==> src/hw/rtl/svpwm_pkg.sv <==
// svpwm_pkg: shared constants, tables, types and helpers of the SVPWM duty generator.
// No dependencies; imported by every module of the block.
package svpwm_pkg;

    localparam int ANGLE_BITS       = 16;
    localparam int SINE_TABLE_DEPTH = 200;
    localparam int SINE_IDX_W       = $clog2(SINE_TABLE_DEPTH);
    localparam int SINE_IDX_MUL     = 4 * (SINE_TABLE_DEPTH - 1);
    localparam int SQRT_STAGES      = 32;
    localparam int DIV_STAGES       = 16;
    localparam int CORDIC_W         = 28;
    localparam int MOD_LIMIT        = 37814;
    localparam int SQRT3_Q16        = 113512;
    localparam int SINE_SCALE       = 10000;
    localparam int RECIP_SHIFT      = 40;
    localparam logic [26:0] RECIP_SINE = 27'((64'd1 << RECIP_SHIFT) / SINE_SCALE);

    // configuration register indexes
    localparam logic REG_SUPPLY     = 1'b0;
    localparam logic REG_FULL_SCALE = 1'b1;

    typedef logic [ANGLE_BITS-1:0] angle_t;
    typedef logic signed [16:0]    mod_t;

    typedef struct packed {
        logic        simple;   // volt_d was zero
        logic        neg;      // volt_q negative
        logic [15:0] abs_q;
        angle_t      theta;
        angle_t      off;
    } svpwm_side_t;

    localparam angle_t QUARTER_TURN = angle_t'(1 << (ANGLE_BITS - 2));
    localparam angle_t HALF_TURN    = angle_t'(1 << (ANGLE_BITS - 1));

    // quarter-wave sine, scaled by 10000
    localparam logic [13:0] QUARTER_SINE [SINE_TABLE_DEPTH] = '{
        14'd0,14'd79,14'd158,14'd237,14'd316,14'd395,14'd473,14'd552,14'd631,14'd710,
        14'd789,14'd867,14'd946,14'd1024,14'd1103,14'd1181,14'd1260,14'd1338,14'd1416,
        14'd1494,14'd1572,14'd1650,14'd1728,14'd1806,14'd1883,14'd1961,14'd2038,14'd2115,
        14'd2192,14'd2269,14'd2346,14'd2423,14'd2499,14'd2575,14'd2652,14'd2728,14'd2804,
        14'd2879,14'd2955,14'd3030,14'd3105,14'd3180,14'd3255,14'd3329,14'd3404,14'd3478,
        14'd3552,14'd3625,14'd3699,14'd3772,14'd3845,14'd3918,14'd3990,14'd4063,14'd4135,
        14'd4206,14'd4278,14'd4349,14'd4420,14'd4491,14'd4561,14'd4631,14'd4701,14'd4770,
        14'd4840,14'd4909,14'd4977,14'd5046,14'd5113,14'd5181,14'd5249,14'd5316,14'd5382,
        14'd5449,14'd5515,14'd5580,14'd5646,14'd5711,14'd5775,14'd5839,14'd5903,14'd5967,
        14'd6030,14'd6093,14'd6155,14'd6217,14'd6279,14'd6340,14'd6401,14'd6461,14'd6521,
        14'd6581,14'd6640,14'd6699,14'd6758,14'd6815,14'd6873,14'd6930,14'd6987,14'd7043,
        14'd7099,14'd7154,14'd7209,14'd7264,14'd7318,14'd7371,14'd7424,14'd7477,14'd7529,
        14'd7581,14'd7632,14'd7683,14'd7733,14'd7783,14'd7832,14'd7881,14'd7930,14'd7977,
        14'd8025,14'd8072,14'd8118,14'd8164,14'd8209,14'd8254,14'd8298,14'd8342,14'd8385,
        14'd8428,14'd8470,14'd8512,14'd8553,14'd8594,14'd8634,14'd8673,14'd8712,14'd8751,
        14'd8789,14'd8826,14'd8863,14'd8899,14'd8935,14'd8970,14'd9005,14'd9039,14'd9072,
        14'd9105,14'd9138,14'd9169,14'd9201,14'd9231,14'd9261,14'd9291,14'd9320,14'd9348,
        14'd9376,14'd9403,14'd9429,14'd9455,14'd9481,14'd9506,14'd9530,14'd9554,14'd9577,
        14'd9599,14'd9621,14'd9642,14'd9663,14'd9683,14'd9702,14'd9721,14'd9739,14'd9757,
        14'd9774,14'd9790,14'd9806,14'd9821,14'd9836,14'd9850,14'd9863,14'd9876,14'd9888,
        14'd9899,14'd9910,14'd9920,14'd9930,14'd9939,14'd9947,14'd9955,14'd9962,14'd9969,
        14'd9975,14'd9980,14'd9985,14'd9989,14'd9992,14'd9995,14'd9997,14'd9999,14'd10000,
        14'd10000
    };

    // atan(2^-i) as a turn fraction scaled by 2^32
    localparam logic [31:0] ATAN_TURN32 [24] = '{
        32'd536870912, 32'd316933406, 32'd167458907, 32'd85004756, 32'd42667331,
        32'd21354465, 32'd10679838, 32'd5340245, 32'd2670163, 32'd1335087,
        32'd667544, 32'd333772, 32'd166886, 32'd83443, 32'd41722, 32'd20861,
        32'd10430, 32'd5215, 32'd2608, 32'd1304, 32'd652, 32'd326, 32'd163, 32'd81
    };

    // arctangent step rounded to the angle width
    function automatic angle_t atan_step(input int i);
        logic [32:0] sum;
        sum = {1'b0, ATAN_TURN32[i]} + (33'd1 << (31 - ANGLE_BITS));
        return angle_t'(sum >> (32 - ANGLE_BITS));
    endfunction

    function automatic logic [ANGLE_BITS:0] sector_base(input int k);
        return (ANGLE_BITS+1)'((longint'(k) << ANGLE_BITS) / 6);
    endfunction

    // start angle of each sector, plus the full turn
    localparam logic [ANGLE_BITS:0] SECTOR_BASE [7] = '{
        sector_base(0), sector_base(1), sector_base(2), sector_base(3),
        sector_base(4), sector_base(5), sector_base(6)
    };

endpackage

==> src/hw/rtl/svpwm_div.sv <==
// svpwm_div: modulation index, a 16-stage restoring divide by the supply voltage
// with saturation and the +-0.577 clamp. Uses svpwm_pkg.
module svpwm_div (
    input  logic                   clk,
    input  logic                   rst_n,
    input  logic                   en,
    input  logic                   v_in,
    input  logic [31:0]            root,
    input  svpwm_pkg::svpwm_side_t side_in,
    input  logic [15:0]            supply,
    output logic                   v_out,
    output svpwm_pkg::mod_t        m,
    output svpwm_pkg::svpwm_side_t side_out
);
    import svpwm_pkg::*;

    localparam int N = DIV_STAGES;

    logic [15:0] sup;
    logic [31:0] num;

    assign sup = (supply == 16'd0) ? 16'd1 : supply;
    assign num = side_in.simple ? {side_in.abs_q, 16'h0000} : root;

    logic [N:0]   v_reg;
    logic [15:0]  rem_reg  [N+1];
    logic [15:0]  lo_reg   [N+1];
    logic [15:0]  quo_reg  [N+1];
    logic [N:0]   sat_reg;
    svpwm_side_t  side_reg [N+1];

    logic [15:0]  rem_next [N];
    logic [15:0]  quo_next [N];

    genvar i;
    generate
        for (i = 0; i < N; i++)
        begin : g_stage
            logic [16:0] rs;
            logic        take;
            assign rs          = {rem_reg[i], lo_reg[i][15-i]};
            assign take        = (rs >= {1'b0, sup});
            assign rem_next[i] = take ? 16'(rs - {1'b0, sup}) : rs[15:0];
            assign quo_next[i] = {quo_reg[i][14:0], take};
        end
    endgenerate

    always_ff @(posedge clk or negedge rst_n)
    begin
        if (!rst_n)
            v_reg <= '0;
        else if (en)
            v_reg <= {v_reg[N-1:0], v_in};
    end

    always_ff @(posedge clk)
    begin
        if (en)
        begin
            // quotient at or above 2^16 saturates the clamp outright
            sat_reg[0]  <= (num[31:16] >= sup);
            rem_reg[0]  <= num[31:16];
            lo_reg[0]   <= num[15:0];
            quo_reg[0]  <= '0;
            side_reg[0] <= side_in;
            for (int k = 0; k < N; k++)
            begin
                sat_reg[k+1]  <= sat_reg[k];
                rem_reg[k+1]  <= rem_next[k];
                lo_reg[k+1]   <= lo_reg[k];
                quo_reg[k+1]  <= quo_next[k];
                side_reg[k+1] <= side_reg[k];
            end
        end
    end

    // clamp and sign
    logic        vm_reg;
    mod_t        m_reg;
    svpwm_side_t sidem_reg;
    logic [16:0] mag_next;

    always_comb
    begin
        if (sat_reg[N] || (quo_reg[N] > 16'(MOD_LIMIT)))
            mag_next = 17'(MOD_LIMIT);
        else
            mag_next = {1'b0, quo_reg[N]};
    end

    always_ff @(posedge clk or negedge rst_n)
    begin
        if (!rst_n)
            vm_reg <= 1'b0;
        else if (en)
            vm_reg <= v_reg[N];
    end

    // only the simple path carries a sign; the vector magnitude is never negative
    always_ff @(posedge clk)
    begin
        if (en)
        begin
            m_reg     <= (side_reg[N].simple && side_reg[N].neg) ?
                         -$signed(mag_next) : $signed(mag_next);
            sidem_reg <= side_reg[N];
        end
    end

    assign v_out    = vm_reg;
    assign m        = m_reg;
    assign side_out = sidem_reg;

endmodule

==> config.mk <==
export PLATFORM = sky130hd
export DESIGN_NAME = svpwm_div
export DESIGN_NICKNAME = d
export VERILOG_FILES = /design/src/hw/rtl/svpwm_pkg.sv /design/src/hw/rtl/svpwm_div.sv
export SDC_FILE = /design/constraint.sdc
export NUM_CORES = 2
export LEC_CHECK = 0
export BUFFER_PORTS_ARGS = -buffer_cell sky130_fd_sc_hd__buf_2
export CAP_MARGIN = 20
export CELL_PAD_IN_SITES_DETAIL_PLACEMENT = 1
export CELL_PAD_IN_SITES_GLOBAL_PLACEMENT = 2
export CORE_UTILIZATION = 40
export DETAILED_ROUTE_END_ITERATION = 12
export GPL_TIMING_DRIVEN = 0
export PLACE_DENSITY_LB_ADDON = 0.1
export SYNTH_ARGS = -nofsm -noshare
export SYNTH_HDL_FRONTEND = slang
export SYNTH_SLANG_ARGS = --single-unit
==> constraint.sdc <==
create_clock -name clk -period 7.4 [get_ports clk]
set_input_delay 1.48 -clock clk [delete_from_list [all_inputs] [get_ports clk]]
set_output_delay 1.48 -clock clk [all_outputs]
set_load 0.01 [all_outputs]
==> impl_metrics.env <==
export IMPL_status="completed"
export IMPL_swShare_pct=30.0
export IMPL_internal_power_mw=18.1
export IMPL_wl_um=120000
export IMPL_async_flop_share_pct=1.22
export IMPL_final_antenna_net_count=0
export IMPL_largest_reg_flops=850
export IMPL_cts_hold_buf=0
export IMPL_tightest_slew_ns=1.02
export IMPL_whs_ns=0.393
export IMPL_grt_ovfl_total=0
export IMPL_critPathKind="reg2reg"
export IMPL_place_inst=5749
export IMPL_syn_avg_cell_area_um2=16.4
export IMPL_fin_tns_setup_ns=0
export IMPL_ys_seq_area_share_pct=74.5
export IMPL_die_area_um2=150000
export IMPL_crit_path_start_kind="flop"
export IMPL_wl_per_cell_um=19.8
export IMPL_vias_per_cell=5.05
export IMPL_clkSlewWorstSetupHoldPaths_ns=0.06
export IMPL_synth_ff_type="edfxtp_1"
export IMPL_fin_cells=6034
export IMPL_synth_area_um2=59500
export IMPL_maxCapViolations=0
export IMPL_power_frac_clock_pct=29.7
export IMPL_final_min_clock_period_ns=4.82
export IMPL_gp_congestion=0.784
export IMPL_slowest_delay_ns=0.45
export IMPL_cts_buffers=158
export IMPL_finalHoldViolCount=0
export IMPL_grt_first_pass_wirelength_um=182000
export IMPL_dpl_worst_slack_ns=1.71
export IMPL_grtUsageTotal_pct=15.8
export IMPL_path_buf_inv=1
export IMPL_seqPwrFrac_pct=44.2
export IMPL_required_ns=7.90
export IMPL_die_h_um=388
export IMPL_synth_nets=4022
export IMPL_hold_path_class="reg2reg"
export IMPL_dr_pass1_iters=5
export IMPL_dieWidth_um=388
export IMPL_yosysWarnings=0
export IMPL_grt_max_degree=184
export IMPL_postCtsResizedCells=0
export IMPL_initial_core_util_pct=40.3
export IMPL_leakage_nw=24.7
export IMPL_synthCells=3632
export IMPL_grt_pass1_vias=31100
export IMPL_path_depth=15
export IMPL_ys_types=80
export IMPL_syn_to_final_growth_pct=14.9
export IMPL_vias=30500
export IMPL_crit_fanout=10
export IMPL_slowest_stage="edfxtp_1"
export IMPL_layout_commonest_cell="edfxtp_1"
export IMPL_power_switching_mw=7.75
export IMPL_drt_initial_drc_count=1518
export IMPL_synth_top_area_share_pct=73.8
export IMPL_peakVddDrop_uv=230
export IMPL_drc=0
export IMPL_antenna_found_initial=11
export IMPL_nets=4369
export IMPL_synth_area_leader_cell="edfxtp_1"
export IMPL_mostFrequentLayoutCells="1462 x edfxtp_1, 273 x ha_1, 217 x nand2_1"
export IMPL_cts_buffer_depth=3
export IMPL_clkSinkCount=1480
export IMPL_synthTopCellsByArea="edfxtp_1 74%, ha_1 5.7%, mux2_2 1.7%"
export IMPL_finalSetupViolCount=0
export IMPL_comb_power_share_pct=26.1
export IMPL_io_pin_count=170
export IMPL_drv_slew=0
export IMPL_cp_cell_sequence="nor2_1 > nor4b_1 > a22oi_1 > a21oi_1 > nor2_1 > clkbuf_1 > nand2_1 > ha_1 > or3b_4 > or3_4 > or3_4 > or3_1 > or3_4 > nor4b_1 > a21oi_1"
export IMPL_cp_common_cell="or3_4"
export IMPL_portBuffers=169
export IMPL_postCtsSetupBuffers=0
export IMPL_synth_edff_count=1462
export IMPL_fin_ws_ns=2.58
export IMPL_fin_skew_ns=0.0409
export IMPL_hold_depth=0
export IMPL_ff2ff_path_depth=15
export IMPL_rsz0062_at_grt="no"
export IMPL_fin_crit_sh_pct=65.1
export IMPL_num_rows=141
export IMPL_clk_latency_ns=0.78
export IMPL_arrival_ns=5.32
export IMPL_hpwl_um=78200
export IMPL_slew_headroom_pct=32.0
export IMPL_cts_root_buffer="clkbuf_16"
export IMPL_cp_end_kind="flop"
export IMPL_drive_gt1_share_pct=13.4
export IMPL_tritoncts="built"
export IMPL_core_area_um2=148000
export IMPL_power_density_nw_per_um2=378
export IMPL_cp_top_family="simple AND/OR/NAND/NOR gates"
export IMPL_ys_ff_latch=1480
export IMPL_h_tree_depth=4
export IMPL_fmax_mhz=208
==> per-stage QoR <==
| step | instance area, um2 | power (mW) | utilization [%] |
|---|---|---|---|
| final | 68400 | 25.9 | 46.3 |
| after global routing | 68400 | 27.4 | 46.3 |
| after CTS | 68400 | 26.3 | 46.3 |
| after detailed placement | 63300 | 18.4 | 42.8 |
| after global placement | 62800 | 18.7 | 42.5 |
| after floorplan | 59500 | 16.2 | - |
==> per-layer routing <==
| metal | part of all wire (%) | wire (um) | track usage (%) |
|---|---|---|---|
| met2 | 49 | 58900 | 26.9 |
| met4 | 2.2 | 2590 | 4.47 |
| met3 | 3.1 | 3660 | 2.68 |
| met5 | 0 | 0 | 0 |
| met1 | 46 | 54600 | 20.9 |
==> final cells by class <==
type                       instances  area (um2)
fill                           14200       79200
sequential                      1480       44400
multi-input combinational       1981       14500
clock buffer                     198        4140
tap                             1930        2410
timing repair buffer             187        1330
clock inverter                    86        1010
inverter                         116         435
buffer                            55         225
antenna                            1        2.50
==> synthesized netlist by cell type, types with 30 or more instances <==
cell type,number
a21oi_1,199
xor2_1,62
nand3_1,40
mux2_2,91
ha_1,273
nand2_1,217
nor3_1,40
nand4_1,36
xnor2_1,100
edfxtp_1,1462
clkbuf_1,46
nor2_1,151
a31oi_1,36
mux2_1,33
nor2b_1,57
a21o_1,68
inv_1,113
nand2b_1,30
o21a_1,45
o21ai_0,167
==> power by group through the flow <==
| stage | Clock [mW] | Combinational (mW) | Sequential, mW |
|---|---|---|---|
| 6_report | 7.67 | 6.74 | 11.4 |
| 5_1_grt | 8.23 | 7.58 | 11.6 |
| 3_3_place_gp | 0 | 6.67 | 12.0 |
| 4_1_cts | 7.98 | 6.82 | 11.5 |
| 3_5_place_dp | 0 | 6.77 | 11.6 |
| 2_1_floorplan | 0 | 4.90 | 11.3 |
==> cell families after synthesis <==
group	share of synthesized area (%)
xor gates and xnor gates	2.38
DFF	74.5
buffers and inverters	1.11
AOI/OAI and AO/OA	7.55
adders and majority gates	6.24
muxes	2.72
and+or+nand+nor	5.49
==> path summary, 6_finish.rpt <==
kind	from	end	slack, ns
max in group asynchronous	rst_n	v_reg[1]	6.48
setup reg to reg	quo_reg[0][270]	m[16]	2.58
hold / removal	quo_reg[0][186]	quo_reg[0][203]	0.39
hold reg to reg	quo_reg[0][186]	quo_reg[0][203]	0.39
min in group asynchronous	rst_n	v_reg[11]	0.64
setup / recovery	quo_reg[0][270]	m[16]	2.58
(Power assumes the default switching activity.)
